<file path="config.mk">
export PLATFORM = sky130hd
export DESIGN_NAME = brfrc_alu
export DESIGN_NICKNAME = d
export VERILOG_FILES = /design/src/sv/brfrc_pkg.sv /design/src/sv/brfrc_alu.sv
export SDC_FILE = /design/constraint.sdc
export NUM_CORES = 1
export LEC_CHECK = 0
export ABC_AREA = 1
export BUFFER_PORTS_ARGS = -buffer_cell sky130_fd_sc_hd__buf_2
export CORE_MARGIN = 5
export CORE_UTILIZATION = 29
export DETAILED_ROUTE_END_ITERATION = 8
export PLACE_DENSITY = 0.63
export SLEW_MARGIN = 30
export SYNTH_ARGS = -nofsm -noshare
export SYNTH_HDL_FRONTEND = slang
export SYNTH_SLANG_ARGS = --single-unit
</file>
<file path="constraint.sdc">
create_clock -name vclk -period 2.4
set_clock_uncertainty 0.05 [all_clocks]
set_input_delay 0 -clock vclk [all_inputs]
set_output_delay 0 -clock vclk [all_outputs]
set_load 0.005 [all_outputs]
</file>
<file path="src/sv/brfrc_pkg.sv">
// ----------------------------------------------------------------------------
// brfrc_pkg: shared definitions for the byte ring FIFO with reserve/commit
// Command and status codes, sequencer states, the shared unit's operations
// and the control/flag bundles passed between the sequencer and the datapath.
// ----------------------------------------------------------------------------
package brfrc_pkg;

  // Default sizes for the top-level parameters.
  localparam int unsigned DepthDef   = 1024;
  localparam int unsigned MaxReadDef = 64;

  // Field widths fixed by the interface.
  localparam int unsigned CmdW    = 3;
  localparam int unsigned LenW    = 10;
  localparam int unsigned ByteW   = 8;
  localparam int unsigned StatusW = 3;

  // Command codes.
  localparam logic [CmdW-1:0] CMD_RESERVE = 3'd0;
  localparam logic [CmdW-1:0] CMD_PUT     = 3'd1;
  localparam logic [CmdW-1:0] CMD_COMMIT  = 3'd2;
  localparam logic [CmdW-1:0] CMD_READ    = 3'd3;
  localparam logic [CmdW-1:0] CMD_ADVANCE = 3'd4;
  localparam logic [CmdW-1:0] CMD_CLOSE   = 3'd5;

  // Status codes.
  localparam logic [StatusW-1:0] STAT_OK       = 3'd0;
  localparam logic [StatusW-1:0] STAT_CLOSED   = 3'd1;
  localparam logic [StatusW-1:0] STAT_BLOCK    = 3'd2;
  localparam logic [StatusW-1:0] STAT_PENDING  = 3'd3;
  localparam logic [StatusW-1:0] STAT_MISMATCH = 3'd4;
  localparam logic [StatusW-1:0] STAT_TOO_LONG = 3'd5;

  // Sequencer states.
  typedef enum logic [2:0] {
    S_IDLE,
    S_DECODE,
    S_GAPFIX,
    S_CHECK,
    S_MODRED,
    S_RDADDR,
    S_RDEMIT
  } state_e;

  // Operations of the shared add/subtract unit.
  typedef enum logic [2:0] {
    ALU_NONE,
    ALU_GAP_RES,  // read pointer minus write pointer
    ALU_GAP_RD,   // write pointer minus read pointer
    ALU_FIX,      // accumulator plus DEPTH
    ALU_FREE,     // length minus (accumulator, or DEPTH when zero)
    ALU_AVAIL,    // accumulator minus length
    ALU_ADV,      // read pointer plus length
    ALU_MOD       // accumulator minus DEPTH
  } alu_op_e;

  // Source of the count field of a result beat.
  typedef enum logic [1:0] {
    CNT_ZERO,
    CNT_ONE,
    CNT_LEN
  } cnt_sel_e;

  // Flags from the datapath to the sequencer.
  typedef struct packed {
    logic [CmdW-1:0] cmd;
    logic            in_valid;
    logic            closed;
    logic            popen;
    logic            prem_zero;
    logic            too_long;
    logic            len_zero;
    logic            acc_neg;
    logic            alu_neg;
    logic            slot_free;
    logic            rd_last;
  } flags_t;

  // Strobes from the sequencer to the datapath.
  typedef struct packed {
    logic               in_ready;
    alu_op_e            alu_op;
    logic               acc_ld;
    logic               emit;
    logic [StatusW-1:0] res_status;
    cnt_sel_e           res_cnt;
    logic               res_byte;
    logic               put_do;
    logic               commit_do;
    logic               reserve_do;
    logic               close_do;
    logic               rp_load;
    logic               rp_inc;
    logic               idx_clr;
    logic               mem_rd;
  } ctl_t;

endpackage

</file>
<file path="src/sv/brfrc_alu.sv">
// ----------------------------------------------------------------------------
// brfrc_alu: shared add/subtract unit
// Selects its operands by operation and forms one signed sum; the sequencer
// reuses it for ring distances, space checks and pointer wrap reduction.
// ----------------------------------------------------------------------------
module brfrc_alu #(
  parameter int unsigned DEPTH = brfrc_pkg::DepthDef,
  localparam int unsigned PtrW = $clog2(DEPTH),
  localparam int unsigned MagW = (PtrW + 1 > 11) ? PtrW + 1 : 11,
  localparam int unsigned AccW = MagW + 1
) (
  input  brfrc_pkg::alu_op_e           op_i,
  input  logic [PtrW-1:0]              rp_i,
  input  logic [PtrW-1:0]              wp_i,
  input  logic [AccW-1:0]              acc_i,
  input  logic [brfrc_pkg::LenW-1:0]   len_i,
  output logic [AccW-1:0]              res_o,
  output logic                         neg_o
);

  localparam logic [AccW-1:0] DepthVal = AccW'(DEPTH);

  logic [AccW-1:0] a;
  logic [AccW-1:0] b;
  logic            sub;
  logic [AccW-1:0] rp_ext;
  logic [AccW-1:0] wp_ext;
  logic [AccW-1:0] len_ext;

  assign rp_ext  = {{(AccW - PtrW){1'b0}}, rp_i};
  assign wp_ext  = {{(AccW - PtrW){1'b0}}, wp_i};
  assign len_ext = {{(AccW - brfrc_pkg::LenW){1'b0}}, len_i};

  // Operand selection.
  always_comb begin
    a   = '0;
    b   = '0;
    sub = 1'b0;
    case (op_i)
      brfrc_pkg::ALU_GAP_RES: begin
        a   = rp_ext;
        b   = wp_ext;
        sub = 1'b1;
      end
      brfrc_pkg::ALU_GAP_RD: begin
        a   = wp_ext;
        b   = rp_ext;
        sub = 1'b1;
      end
      brfrc_pkg::ALU_FIX: begin
        a = acc_i;
        b = DepthVal;
      end
      brfrc_pkg::ALU_FREE: begin
        // An empty ring (distance zero) counts as a full DEPTH of distance.
        a   = len_ext;
        b   = (acc_i == '0) ? DepthVal : acc_i;
        sub = 1'b1;
      end
      brfrc_pkg::ALU_AVAIL: begin
        a   = acc_i;
        b   = len_ext;
        sub = 1'b1;
      end
      brfrc_pkg::ALU_ADV: begin
        a = rp_ext;
        b = len_ext;
      end
      brfrc_pkg::ALU_MOD: begin
        a   = acc_i;
        b   = DepthVal;
        sub = 1'b1;
      end
      default: begin
        a   = '0;
        b   = '0;
        sub = 1'b0;
      end
    endcase
  end

  // The single adder.
  assign res_o = a + (sub ? ~b : b) + {{(AccW - 1){1'b0}}, sub};
  assign neg_o = res_o[AccW-1];

endmodule

</file>
==> results.md <==
- Status: finished clean
- Largest net degree at the start of global routing: 14
- Hold WS: 371 ps
- Vias in the first global route: ~1,800
- Final setup fails: 0
- Drt first pass iters: 4
- Site Rows: 25
- CP Class: in2out
- Final hold vios: 0
- Flop pwr share: 0%
- Cell area after layout: 2050 sq um
- FF+latch area: 0 sq um
- Post-Syn Area: between 1000 and 1500 sq um
- Total GRT Usage: between 15 and 20%
- Power Total: around 0.00084 W
- Startpoint Class: input pin
- Vias post-DR: about 2,000
- Post-synthesis sequential area ratio: 0%
- Max Fclk: 442 MHz
- Die area: ~6200 sq um
- Crit-path max FO: 8
- Clk pwr share: 0%
- Final wirelength: 5.25 mm
- Die height: 79.0 um
- Cells after DPL: approximately 360
- Vias per cell: 5.31
- Synth Net Count: between 200 and 300
- First-pass GRT wire length: 8.03 mm
- Rel. slew slack: between 60% and 70%
- Core Box Area: 4660 sq um
- Layout area overhead: 48.3%
- Crit. End Element: primary output
- Synth warnings: 0
- Crit path DAT: between 2000 and 2500 ps
- Crit-path slowest cell: ha_1
- Nets: 378
- Cell Count, Final, Fillers Out: 374
- Num ports: 58
- Max incr delay on CP: between 300 and 400 ps
- Final Slew Violations: 0
- Fillers: 512
- Logic pwr share: between 90% and 100%
- Static leakage: approximately 1.1 nW
- Distinct cell type count after synthesis: 38
- Initial antenna violation count: 0
- Final period utilization: a little over nine tenths
- Mean Syn Cell Area: just under 6 sq um
- Actual transition at the worst max-transition pin: 464 ps
- Fin util: approximately 44%
- Worst path cell trace: buf_4, inv_2, nand2_4, inv_8, nand2_1, o21ai_1, a21oi_1, o21ai_1, xor2_1, ha_1, a21oi_2, o21a_1, nor2_1, nor3_2, nand2_1, nand2_1, nand2_1, buf_2
- Hold crit path type: in2out
- Seq cells: 0
- Cell-internal power: around 0.00038 W
- Power per Cell Area: around 400 nW/um^2
- First DRT Iteration DRCs: about 180
- VDD IR max: approximately 0.24 mV
- Post-layout minimum cycle time: approximately 2300 ps
- GR Overflow Total: 0
- Initial Utilization: ~30%
- CP required: around 2400 ps
- NetSw: approximately 0.00046 W
- Final-layout clock buffer total: 0
- Final GP Congestion: just under 1
- Overall die width: 79.0 um
- Drt wl/cell: 14.0 um
- Crit path top cell by count: nand2_1
- DP Area: 1840 sq um
- I/O Buffers: between 50 and 60
- Synthesized netlist cell count: 237
- Number of nets with antenna violations after routing: 0
- Sw frac: between 50% and 60%
- Post-route DRC: 0
- Ratio of cells with drive above 1 in the final layout: just over 40%
- N_diodes: 0
- Post-DP HPWL: approximately 4.2 mm
- Max Cap Viol: 0
==> placed cells by master, fill, tap and decap left out, types with 3 or more instances in the layout <==
master and instances:
a221oi_2 3, buf_4 30, a21oi_2 5, inv_1 17, nor4_1 3, a21oi_1 6, xor2_1 14, nor2_1 11
nand2_1 78, o2111ai_1 9, nor2_2 3, o21ai_1 5, o21ai_2 3, nand3_1 16, nand4_1 6, buf_2 55
nand2_4 4, nor2_4 3, inv_2 3, nand2_2 6, ha_1 8
==> critical path: cells and delay by family <==
kind,cells,cell delay [ps]
buffers and inverters,4,430
AOI/OAI and AO/OA,5,620
and+or+nand+nor,7,590
xor gates and xnor gates,1,170
adders and majority gates,1,380
==> cells by family after synthesis <==
kind of cell,Yosys count,share of synthesized area (%)
simple gates,138,47.8
compound gates,43,21.8
fa+ha+maj,11,10.5
buf+inv,29,9.69
xor+xnor,16,10.1
==> metrics by stage <==
stage                     worst slack [ps]  TNS [ps]
after floorplan                        211         0
final                                  137         0
after global placement                14.6         0
after detailed placement             -17.7     -35.3
after global routing                 -30.3     -84.1
after CTS                             18.2         0
==> cells in the mapped netlist (all sizes together) <==
cell,count,share of area (%)
nor3,2,0.72
nor2,18,7.0
inv,24,6.9
nand3,20,8.9
a21boi,1,0.82
nand4,7,3.6
xor2,14,8.9
o22ai,1,0.45
a221oi,3,2.4
o21a,2,1.1
xnor2,2,1.3
a21o,1,0.54
a21oi,11,4.0
a22oi,2,1.1
a31oi,2,0.91
nand2,88,26
a221o,1,0.72
nor4,3,1.4
buf,5,2.8
o21ai,9,3.5
ha,10,9.1
o2111ai,10,6.3
fa,1,1.4
==> routing by layer <==
metal | vias to the layer above | track usage [%] | part of all wire (%)
li1 | 992 | - | -
met1 | 915 | 20.8 | 44
met2 | 74 | 26.2 | 48
met3 | 4 | 2.04 | 6.9
met4 | 0 | 1.72 | 0.69
met5 | - | 0 | 0
==> path summary, 6_finish.rpt <==
kind / start / endpoint / slack [ps] / cells after the start
worst max-delay path: op_i[2] / res_o[11] / 140 / 18
worst min-delay path: wp_i[0] / res_o[0] / 370 / 4
==> what timing repair did <==
action                                  4_1_cts  5_1_grt
hold buffers                                  0        0
setup buffers                                 0       10
cloned                                        0        2
gates resized for setup                       1       40
endpoints found under the hold margin         0        0
endpoints found under the setup margin        2        8
pin swaps                                     0       11
==> power groups by stage <==
stage               logic [W]  clock network [W]  registers (W)
CTS                  0.000759                  0              0
floorplan            0.000467                  0              0
global placement     0.000754                  0              0
global route         0.000946                  0              0
finish               0.000844                  0              0
detailed placement   0.000755                  0              0
==> layout make-up <==
class / instances / area (sq um) / area share, %
inverters: 24 / 110 / 5.38
multi-input cells: 208 / 1350 / 65.7
well taps: 54 / 67.6 / 3.30
repair buffers: 86 / 512 / 25.0
repair inverters: 2 / 13.8 / 0.672
Power figures use the tool's default switching activity.
