===== config.mk =====
export PLATFORM = sky130hd
export DESIGN_NAME = brfrc_ctrl
export DESIGN_NICKNAME = d
export VERILOG_FILES = /design/src/sv/brfrc_pkg.sv /design/src/sv/brfrc_ctrl.sv
export SDC_FILE = /design/constraint.sdc
export NUM_CORES = 1
export LEC_CHECK = 0
export ABC_AREA = 0
export CORE_MARGIN = 4
export CORE_UTILIZATION = 25
export DETAILED_ROUTE_END_ITERATION = 12
export DONT_BUFFER_PORTS = 1
export PLACE_DENSITY = 0.45
export SLEW_MARGIN = 10
export SYNTH_ARGS = -nofsm -noshare
export SYNTH_HDL_FRONTEND = slang
export SYNTH_SLANG_ARGS = --single-unit

===== constraint.sdc =====
create_clock -name clk_i -period 1.15 [get_ports clk_i]
set_input_delay 0.115 -clock clk_i [delete_from_list [all_inputs] [get_ports clk_i]]
set_output_delay 0.115 -clock clk_i [all_outputs]
set_load 0.005 [all_outputs]

===== src/sv/brfrc_pkg.sv =====
// ----------------------------------------------------------------------------
// brfrc_pkg: shared definitions for the byte ring FIFO with reserve/commit
// Command and status codes, sequencer states, the shared unit's operations
// and the control/flag bundles passed between the sequencer and the datapath.
// ----------------------------------------------------------------------------
package brfrc_pkg;

  // Default sizes for the top-level parameters.
  localparam int unsigned DepthDef   = 1024;
  localparam int unsigned MaxReadDef = 64;

  // Field widths fixed by the interface.
  localparam int unsigned CmdW    = 3;
  localparam int unsigned LenW    = 10;
  localparam int unsigned ByteW   = 8;
  localparam int unsigned StatusW = 3;

  // Command codes.
  localparam logic [CmdW-1:0] CMD_RESERVE = 3'd0;
  localparam logic [CmdW-1:0] CMD_PUT     = 3'd1;
  localparam logic [CmdW-1:0] CMD_COMMIT  = 3'd2;
  localparam logic [CmdW-1:0] CMD_READ    = 3'd3;
  localparam logic [CmdW-1:0] CMD_ADVANCE = 3'd4;
  localparam logic [CmdW-1:0] CMD_CLOSE   = 3'd5;

  // Status codes.
  localparam logic [StatusW-1:0] STAT_OK       = 3'd0;
  localparam logic [StatusW-1:0] STAT_CLOSED   = 3'd1;
  localparam logic [StatusW-1:0] STAT_BLOCK    = 3'd2;
  localparam logic [StatusW-1:0] STAT_PENDING  = 3'd3;
  localparam logic [StatusW-1:0] STAT_MISMATCH = 3'd4;
  localparam logic [StatusW-1:0] STAT_TOO_LONG = 3'd5;

  // Sequencer states.
  typedef enum logic [2:0] {
    S_IDLE,
    S_DECODE,
    S_GAPFIX,
    S_CHECK,
    S_MODRED,
    S_RDADDR,
    S_RDEMIT
  } state_e;

  // Operations of the shared add/subtract unit.
  typedef enum logic [2:0] {
    ALU_NONE,
    ALU_GAP_RES,  // read pointer minus write pointer
    ALU_GAP_RD,   // write pointer minus read pointer
    ALU_FIX,      // accumulator plus DEPTH
    ALU_FREE,     // length minus (accumulator, or DEPTH when zero)
    ALU_AVAIL,    // accumulator minus length
    ALU_ADV,      // read pointer plus length
    ALU_MOD       // accumulator minus DEPTH
  } alu_op_e;

  // Source of the count field of a result beat.
  typedef enum logic [1:0] {
    CNT_ZERO,
    CNT_ONE,
    CNT_LEN
  } cnt_sel_e;

  // Flags from the datapath to the sequencer.
  typedef struct packed {
    logic [CmdW-1:0] cmd;
    logic            in_valid;
    logic            closed;
    logic            popen;
    logic            prem_zero;
    logic            too_long;
    logic            len_zero;
    logic            acc_neg;
    logic            alu_neg;
    logic            slot_free;
    logic            rd_last;
  } flags_t;

  // Strobes from the sequencer to the datapath.
  typedef struct packed {
    logic               in_ready;
    alu_op_e            alu_op;
    logic               acc_ld;
    logic               emit;
    logic [StatusW-1:0] res_status;
    cnt_sel_e           res_cnt;
    logic               res_byte;
    logic               put_do;
    logic               commit_do;
    logic               reserve_do;
    logic               close_do;
    logic               rp_load;
    logic               rp_inc;
    logic               idx_clr;
    logic               mem_rd;
  } ctl_t;

endpackage


===== src/sv/brfrc_ctrl.sv =====
// ----------------------------------------------------------------------------
// brfrc_ctrl: command sequencer
// Steps each command through decode, the shared unit's passes and the
// result beats, and drives the datapath strobes.
// ----------------------------------------------------------------------------
module brfrc_ctrl (
  input  logic                clk_i,
  input  logic                rst_ni,
  input  brfrc_pkg::flags_t   flags_i,
  output brfrc_pkg::ctl_t     ctl_o
);

  brfrc_pkg::state_e state_q;
  brfrc_pkg::state_e state_d;

  // State register.
  always_ff @(posedge clk_i or negedge rst_ni) begin
    if (!rst_ni) begin
      state_q <= brfrc_pkg::S_IDLE;
    end else begin
      state_q <= state_d;
    end
  end

  // Next state.
  always_comb begin
    state_d = state_q;
    case (state_q)
      brfrc_pkg::S_IDLE: begin
        if (flags_i.in_valid) begin
          state_d = brfrc_pkg::S_DECODE;
        end
      end
      brfrc_pkg::S_DECODE: begin
        case (flags_i.cmd)
          brfrc_pkg::CMD_RESERVE: begin
            if (flags_i.closed || flags_i.popen) begin
              if (flags_i.slot_free) begin
                state_d = brfrc_pkg::S_IDLE;
              end
            end else begin
              state_d = brfrc_pkg::S_GAPFIX;
            end
          end
          brfrc_pkg::CMD_READ: begin
            if (flags_i.too_long) begin
              if (flags_i.slot_free) begin
                state_d = brfrc_pkg::S_IDLE;
              end
            end else begin
              state_d = brfrc_pkg::S_GAPFIX;
            end
          end
          brfrc_pkg::CMD_ADVANCE: state_d = brfrc_pkg::S_MODRED;
          brfrc_pkg::CMD_PUT, brfrc_pkg::CMD_COMMIT, brfrc_pkg::CMD_CLOSE: begin
            if (flags_i.slot_free) begin
              state_d = brfrc_pkg::S_IDLE;
            end
          end
          default: state_d = brfrc_pkg::S_IDLE;
        endcase
      end
      brfrc_pkg::S_GAPFIX: state_d = brfrc_pkg::S_CHECK;
      brfrc_pkg::S_CHECK: begin
        if (flags_i.cmd == brfrc_pkg::CMD_READ && !flags_i.alu_neg &&
            !flags_i.len_zero) begin
          state_d = brfrc_pkg::S_RDADDR;
        end else if (flags_i.slot_free) begin
          state_d = brfrc_pkg::S_IDLE;
        end
      end
      brfrc_pkg::S_MODRED: begin
        if (flags_i.alu_neg && flags_i.slot_free) begin
          state_d = brfrc_pkg::S_IDLE;
        end
      end
      brfrc_pkg::S_RDADDR: state_d = brfrc_pkg::S_RDEMIT;
      brfrc_pkg::S_RDEMIT: begin
        if (flags_i.slot_free) begin
          state_d = flags_i.rd_last ? brfrc_pkg::S_IDLE : brfrc_pkg::S_RDADDR;
        end
      end
      default: state_d = brfrc_pkg::S_IDLE;
    endcase
  end

  // Datapath strobes.
  always_comb begin
    ctl_o            = '0;
    ctl_o.alu_op     = brfrc_pkg::ALU_NONE;
    ctl_o.res_status = brfrc_pkg::STAT_OK;
    ctl_o.res_cnt    = brfrc_pkg::CNT_ZERO;
    case (state_q)
      brfrc_pkg::S_IDLE: ctl_o.in_ready = 1'b1;
      brfrc_pkg::S_DECODE: begin
        case (flags_i.cmd)
          brfrc_pkg::CMD_RESERVE: begin
            if (flags_i.closed) begin
              ctl_o.emit       = flags_i.slot_free;
              ctl_o.res_status = brfrc_pkg::STAT_CLOSED;
            end else if (flags_i.popen) begin
              ctl_o.emit       = flags_i.slot_free;
              ctl_o.res_status = brfrc_pkg::STAT_PENDING;
            end else begin
              ctl_o.alu_op = brfrc_pkg::ALU_GAP_RES;
              ctl_o.acc_ld = 1'b1;
            end
          end
          brfrc_pkg::CMD_PUT: begin
            ctl_o.emit = flags_i.slot_free;
            if (flags_i.closed) begin
              ctl_o.res_status = brfrc_pkg::STAT_CLOSED;
            end else if (flags_i.prem_zero) begin
              ctl_o.res_status = brfrc_pkg::STAT_MISMATCH;
            end else begin
              ctl_o.res_cnt = brfrc_pkg::CNT_ONE;
              ctl_o.put_do  = flags_i.slot_free;
            end
          end
          brfrc_pkg::CMD_COMMIT: begin
            ctl_o.emit = flags_i.slot_free;
            if (flags_i.closed) begin
              ctl_o.res_status = brfrc_pkg::STAT_CLOSED;
            end else if (!flags_i.popen || !flags_i.prem_zero) begin
              ctl_o.res_status = brfrc_pkg::STAT_MISMATCH;
            end else begin
              ctl_o.commit_do = flags_i.slot_free;
            end
          end
          brfrc_pkg::CMD_READ: begin
            if (flags_i.too_long) begin
              ctl_o.emit       = flags_i.slot_free;
              ctl_o.res_status = brfrc_pkg::STAT_TOO_LONG;
            end else begin
              ctl_o.alu_op = brfrc_pkg::ALU_GAP_RD;
              ctl_o.acc_ld = 1'b1;
            end
          end
          brfrc_pkg::CMD_ADVANCE: begin
            ctl_o.alu_op = brfrc_pkg::ALU_ADV;
            ctl_o.acc_ld = 1'b1;
          end
          brfrc_pkg::CMD_CLOSE: begin
            ctl_o.emit     = flags_i.slot_free;
            ctl_o.close_do = flags_i.slot_free;
          end
          default: ctl_o.emit = 1'b0;
        endcase
      end
      brfrc_pkg::S_GAPFIX: begin
        // A negative distance wraps around the ring.
        ctl_o.alu_op = brfrc_pkg::ALU_FIX;
        ctl_o.acc_ld = flags_i.acc_neg;
      end
      brfrc_pkg::S_CHECK: begin
        if (flags_i.cmd == brfrc_pkg::CMD_READ) begin
          ctl_o.alu_op = brfrc_pkg::ALU_AVAIL;
          if (flags_i.alu_neg) begin
            ctl_o.emit       = flags_i.slot_free;
            ctl_o.res_status = flags_i.closed ? brfrc_pkg::STAT_CLOSED
                                              : brfrc_pkg::STAT_BLOCK;
          end else if (flags_i.len_zero) begin
            ctl_o.emit = flags_i.slot_free;
          end else begin
            ctl_o.idx_clr = 1'b1;
          end
        end else begin
          // Free space is below the length when the sum does not go negative.
          ctl_o.alu_op = brfrc_pkg::ALU_FREE;
          ctl_o.emit   = flags_i.slot_free;
          if (!flags_i.alu_neg) begin
            ctl_o.res_status = brfrc_pkg::STAT_BLOCK;
          end else begin
            ctl_o.res_cnt    = brfrc_pkg::CNT_LEN;
            ctl_o.reserve_do = flags_i.slot_free;
          end
        end
      end
      brfrc_pkg::S_MODRED: begin
        ctl_o.alu_op = brfrc_pkg::ALU_MOD;
        if (!flags_i.alu_neg) begin
          ctl_o.acc_ld = 1'b1;
        end else begin
          ctl_o.emit    = flags_i.slot_free;
          ctl_o.res_cnt = brfrc_pkg::CNT_LEN;
          ctl_o.rp_load = flags_i.slot_free;
        end
      end
      brfrc_pkg::S_RDADDR: ctl_o.mem_rd = 1'b1;
      brfrc_pkg::S_RDEMIT: begin
        ctl_o.emit     = flags_i.slot_free;
        ctl_o.res_cnt  = brfrc_pkg::CNT_LEN;
        ctl_o.res_byte = 1'b1;
        ctl_o.rp_inc   = flags_i.slot_free;
      end
      default: ctl_o.in_ready = 1'b0;
    endcase
  end

endmodule


==> flow_summary.toml, run 1 <==
[outcome]
outcome = "finished, violations left"
violations = "negative setup slack"

[yosys]
ys_ff_latch = 3
seq_area_frac_synth_pct = 10.4
synth_area_um2 = 724
synth_cell_types = 42
syn-num-nets = 123
yosys_warnings = 0
yosys_most_used_dff = "dfrtp_1"
syn-mean-instance-area_um2 = 6.77
synth_edf_count = 0
async_reset_ff_share_pct = 100
postSynthCellCount = 107

[detailed_routing]
routed_wl_mm = 2.91
viasPerCell = 5.61
route.detailed.drc = 0
vias = 970
wire_per_inst_um = 16.8
first_pass_iters = 4
ant_nets = 0
drt_iter0_drc = 24

[placed_design]
io_buffers = 0
dp_worst_setup_slack_ns = -0.232
dp_hpwl_mm = 2.09
gp_congestion = 0.869

[global_routing]
grt_pass1_vias = 932
antenna_found_initial = 0
track_usage_pct = 15.0
grt_pass1_wl_mm = 4.34
grt_max_degree = 13
overflow = 0

[hold_path]
hold_path_class = "input port to register"
hold_depth = 2

[power_and_ir_drop]
combPwrFrac_pct = 82.8
ir_worst_vdd_mv = 1.17
clock_power_share_pct = 7.6
powerDensity_mw_per_mm2 = 1980
power_switching_share_pct = 43.0
switching_power_w = 0.00109
p_seq_share_pct = 9.7
p_leak_nw = 0.503
power.internal_w = 0.00145

[final_layout]
largest_reg_flops = 3
fin_nets = 159
largestRegisters = "state_q: 3 flops"
regMostFlops = "state_q"
drive_gt1_share_pct = 57.0
area_growth_pct = 77.0
n_antenna_cell = 0

[timing]
fmax_ghz = 0.640
fin_crit_ns = 1.56
worstMarginPinSlew_ns = 0.331
rsz0062_at_grt = "true"
setup_ws_ns = -0.412
period_share_pct = 136
setup_violations = 23
slew_viol_final = 0
relSlewSlack_pct = 77.8
clock_skew_ns = 0.00272
hold-worst-slack_ns = 0.0674
setup_tns_ns = -6.68
hold_viol = 0

[floorplanning]
die-area_mm2 = 0.00382
num_rows = 19
initial_core_util_pct = 26.3
die_x_um = 61.8
core-area_mm2 = 0.00276
die_h_um = 61.8
ios = 35

[critical_path]
cp-start-kind = "register"
criticalPathCategory = "register to output port"
cp.required_ns = 1.03
critPathArrivalTime_ns = 1.45
r2r_cells = 5
cp-end-kind = "output port"
crit_fanout = 6

[clock_network]
clk_pin_slew_ns = 0.04
htree_levels = 1
clk_path_buf_depth = 2
root_buffer = "clkbuf_4"
clock_latency_ns = 0.24
clkSinkCount = 3
cts_tree = "built"
cts_buffers = 3

[job]
cap_violations = 0
[power groups by stage]
stage | sequential [W] | clock [W] | combinational, W
2_1_floorplan | 0.000186 | 0 | 0.000727
3_3_place_gp | 0.000227 | 0 | 0.00120
3_5_place_dp | 0.000231 | 0 | 0.00120
4_1_cts | 0.000240 | 0.000196 | 0.00181
5_1_grt | 0.000251 | 0.000213 | 0.00226
6_report | 0.000245 | 0.000193 | 0.00210
[layer usage]
metal | vias up | global-route usage (%) | routed length, um
met5 | - | 0 | 0
met4 | 0 | 4.55 | 37
met3 | 4 | 2.07 | 170
met2 | 30 | 27.2 | 1520
met1 | 465 | 18.2 | 1190
li1 | 471 | - | -
[cell usage after synthesis (all sizes together) (2+ instances only)]
master  count  area share, %
nand2      11            6.0
nor2       11            5.7
a21oi       7            4.8
buf         6            5.7
inv         6            3.1
o21ai       6            4.1
and3        5            4.3
nand3       5            3.5
nor3        5            4.1
nand3b      4            4.7
nor2b       4            3.5
o211ai      4            4.1
a22oi       3            3.1
dfrtp       3             10
nand4       3            2.6
and2        2            1.7
clkbuf      2            1.0
nand2b      2            1.7
nor3b       2            3.6
o311ai      2            2.4
[placed cells by master (no fill, tap or decap), types with 2 or more instances in the layout]
| master | netlist | final |
|---|---|---|
| buf_4 | 2 | 27 |
| buf_6 | 1 | 11 |
| a21oi_1 | 7 | 6 |
| nand2_1 | 10 | 6 |
| nor2_4 | 0 | 5 |
| nor2_1 | 11 | 4 |
| nand3_1 | 5 | 4 |
| o211ai_1 | 4 | 4 |
| inv_1 | 5 | 4 |
| and3_1 | 5 | 3 |
| nor2b_1 | 4 | 3 |
| nand3b_1 | 3 | 3 |
| nor3_4 | 0 | 3 |
| nand4_1 | 3 | 3 |
| nand2_2 | 1 | 3 |
| clkbuf_4 | 0 | 3 |
| dfrtp_2 | 0 | 3 |
| o21ai_2 | 0 | 2 |
| a22oi_1 | 3 | 2 |
| and3_4 | 0 | 2 |
| nor3_2 | 1 | 2 |
| nor2_2 | 0 | 2 |
| o21ai_1 | 1 | 2 |
| nand2b_1 | 2 | 2 |
| o21ai_0 | 5 | 2 |
[layout make-up]
class,count,area [um2]
tap,31,38.8
timing repair buffer,39,337
fill,289,1480
multi-input combinational,90,774
inverter,6,27.5
sequential,3,78.8
clock buffer,4,26.3
[worst max-delay path: stages (launching register included)]
cell and delay (ns):
dfrtp_2 0.46, buf_4 0.16, nor2_4 0.11, nand2_2 0.07
a221oi_2 0.25, buf_4 0.15
[path summary, 6_finish.rpt]
kind / startpoint / to / slack, ns
min in group asynchronous: rst_ni / state_q[1] / 0.13
min reg2reg: state_q[2] / state_q[2] / 0.70
min: flags_i[12] / state_q[2] / 0.07
max reg2reg: state_q[1] / state_q[2] / -0.28
max in group asynchronous: rst_ni / state_q[0] / 0.86
max: state_q[1] / ctl_o[16] / -0.41
[metrics by stage]
stage | power (W) | cells | instance area (um2) | utilization (%)
after floorplan | 0.000914 | 107 | 737 | -
after global placement | 0.00143 | 154 | 907 | 32.9
after detailed placement | 0.00143 | 154 | 907 | 32.9
after CTS | 0.00225 | 166 | 1170 | 42.4
after global routing | 0.00272 | 173 | 1280 | 46.5
final | 0.00254 | 173 | 1280 | 46.5
[what timing repair did]
action	4_1_cts	5_1_grt
hold buffers	1	0
setup buffers	7	7
gates resized for setup	45	15
pin swaps	20	11
hold endpoints to repair	3	0
endpoints found under the setup margin	23	23
[cells by family after synthesis]
logic type / after synthesis / share of synthesized area (%)
AO/OA/AOI/OAI: 32 / 30.4
AND/OR/NAND/NOR: 57 / 47.7
flip-flops: 3 / 10.4
buffers and inverters: 14 / 9.84
adder cells (fa/ha/maj): 1 / 1.73
No activity file was read; power rests on OpenSTA's default activity.
==> run 2, diff against run 1 <==
ABC_AREA = 1   (was 0)
SLEW_MARGIN = 20   (was 10)
==> flow_summary.toml, run 2 <==
[detailed_routing]
routed_wl_mm = 2.81
ant_nets = 0
route.detailed.drc = 0
drt_iter0_drc = 36
wire_per_inst_um = 14.1
first_pass_iters = 5
viasPerCell = 5.03
vias = 1001

[yosys]
syn-num-nets = 149
synth_edf_count = 0
yosys-top-cells-count = "nand2_1 (30), nor2_1 (19), inv_1 (17), nand3_1 (16), a21oi_1 (10)"
syn-mean-instance-area_um2 = 5.28
synth_area_leaders = "nand2_1 (16%), nand3_1 (11%), dfrtp_1 (11%), nor2_1 (10%), inv_1 (9.1%)"
yosysMostFrequentCell = "nand2_1"
synth_cell_types = 24
synth.largest_area_cell = "nand2_1"
ys_ff_latch = 3
seq_area_frac_synth_pct = 10.7
async_reset_ff_share_pct = 100
yosys_warnings = 0
yosys_most_used_dff = "dfrtp_1"
postSynthCellCount = 133
synth_top_area_share_pct = 16.0
synth_area_um2 = 702

[hold_path]
hold_depth = 3
hold_path_class = "input port to register"

[final_layout]
regMostFlops = "state_q"
drive_gt1_share_pct = 50.3
utilization_pct = 46.0
n_antenna_cell = 0
fin_nets = 186
area_growth_pct = 68.3
largestRegisters = "state_q: 3 flops"
final_cell_mix = "nand2_1 (29), buf_4 (29), inv_1 (16)"
multi_input_area_um2 = 664
fillerInstances = 293
register_area_um2 = 77.6
largest_reg_flops = 3

[critical_path]
criticalPathCategory = "register to output port"
cp-end-kind = "output port"
r2r_cells = 8
cp-start-kind = "register"
crit_fanout = 6
cp.required_ns = 1.03
critPathArrivalTime_ns = 1.36

[clock_network]
cts_tree = "built"
clk_pin_slew_ns = 0.04
htree_levels = 1
clock_latency_ns = 0.24
root_buffer = "clkbuf_4"
cts_buffers = 3
clkSinkCount = 3
clk_path_buf_depth = 2

[floorplanning]
die_h_um = 61.0
die_x_um = 61.0
core-area_mm2 = 0.00257
die-area_mm2 = 0.00372
ios = 35
initial_core_util_pct = 27.3
num_rows = 18

[job]
cap_violations = 0

[placed_design]
dp_worst_setup_slack_ns = -0.222
dp_hpwl_mm = 2.10
io_buffers = 0
gp_congestion = 0.882

[timing]
fin_crit_ns = 1.48
hold_viol = 0
period_share_pct = 128
relSlewSlack_pct = 73.1
worstMarginPinSlew_ns = 0.403
fmax_ghz = 0.678
setup_violations = 23
rsz0062_at_grt = "true"
setup_ws_ns = -0.326
clock_skew_ns = 0.00761
slew_viol_final = 0

[global_routing]
overflow = 0
grt_pass1_vias = 1002
grt_pass1_wl_mm = 4.55
antenna_found_initial = 0
grt_max_degree = 9
track_usage_pct = 16.4

[power_and_ir_drop]
combPwrFrac_pct = 79.2
switching_power_w = 0.00104
p_seq_share_pct = 12.0
ir_worst_vdd_mv = 1.21
p_leak_nw = 0.562
clock_power_share_pct = 8.8
power_switching_share_pct = 48.2
p_total_w = 0.00217
powerDensity_mw_per_mm2 = 1830
power.internal_w = 0.00112

[outcome]
outcome = "finished, violations left"
violations = "negative setup slack"
## run 2: cell count changes in the layout (fill, tap and decap cells not counted), moves of 6 or more
cell | before | now
inv_1 | 4 | 16
nand2_1 | 6 | 29
a21oi_2 | 1 | 9
nor2_2 | 2 | 8
buf_6 | 11 | 4
inv_2 | 1 | 9
nand3_1 | 4 | 13
## run 2: per-stage QoR
step | TNS, ns | instance area (um2) | std cells | hold WS, ns
after floorplan | -0.0945 | 729 | 133 | -0.181
after global placement | -2.24 | 916 | 183 | -0.180
after detailed placement | -2.38 | 916 | 183 | -0.180
after CTS | -6.22 | 1110 | 196 | 0.0981
after global routing | -7.58 | 1180 | 199 | 0.0983
final | -5.64 | 1180 | 199 | 0.0956
## run 2: worst paths after layout
path | startpoint | endpoint | slack [ns]
setup / recovery | state_q[2] | ctl_o[14] | -0.33
min in group asynchronous | rst_ni | state_q[2] | 0.13
hold reg to reg | state_q[1] | state_q[1] | 0.76
hold / removal | flags_i[12] | state_q[1] | 0.1
setup reg to reg | state_q[2] | state_q[2] | -0.19
max in group asynchronous | rst_ni | state_q[0] | 0.84
## run 2: cells by family (layout without fill, tap and decap cells)
family	count (synthesis)	in the layout	synth area share [%]
AND/OR/NAND/NOR	83	83	56.7
buffers and inverters	28	64	15.7
AO/OA/AOI/OAI	18	18	15.2
flip-flops	3	3	10.7
adder cells (fa/ha/maj)	1	1	1.78
## run 2: per-layer routing
| layer | global-route usage (%) | routed length (um) | part of all wire, % | vias to the layer above |
|---|---|---|---|---|
| met5 | 0 | 0 | 0 | - |
| met1 | 20.9 | 1180 | 42 | 459 |
| li1 | - | - | - | 504 |
| met2 | 27.5 | 1360 | 49 | 32 |
| met4 | 4.02 | 63 | 2.2 | 0 |
| met3 | 4.26 | 198 | 7.0 | 6 |
## run 2: timing repair
| item | in CTS | in global routing |
|---|---|---|
| setup buffers | 8 | 3 |
| gates resized for setup | 27 | 11 |
| hold buffers | 1 | 0 |
| setup endpoints to repair | 23 | 23 |
| pin swaps | 9 | 7 |
| endpoints found under the hold margin | 3 | 0 |
## run 2: layout make-up
cell class / instances / share of cell area [%]
multi-input combinational: 102 / 56.3
timing repair buffer: 34 / 23.1
inverter: 26 / 8.69
sequential: 3 / 6.57
tap: 30 / 3.18
clock buffer: 4 / 2.22
## run 2: critical path, cell delays in order, from the launching register on
cell and delay [ns]:
dfrtp_2 0.49, inv_6 0.05, ha_4 0.23, or2_4 0.22
a21oi_2 0.12
## run 2: power by group through the flow
stage | Combinational [W] | Sequential, W | Clock [W]
floorplan | 0.000810 | 0.000197 | 0
global placement | 0.00123 | 0.000244 | 0
detailed placement | 0.00122 | 0.000243 | 0
CTS | 0.00159 | 0.000255 | 0.000201
global route | 0.00189 | 0.000269 | 0.000220
finish | 0.00172 | 0.000259 | 0.000191
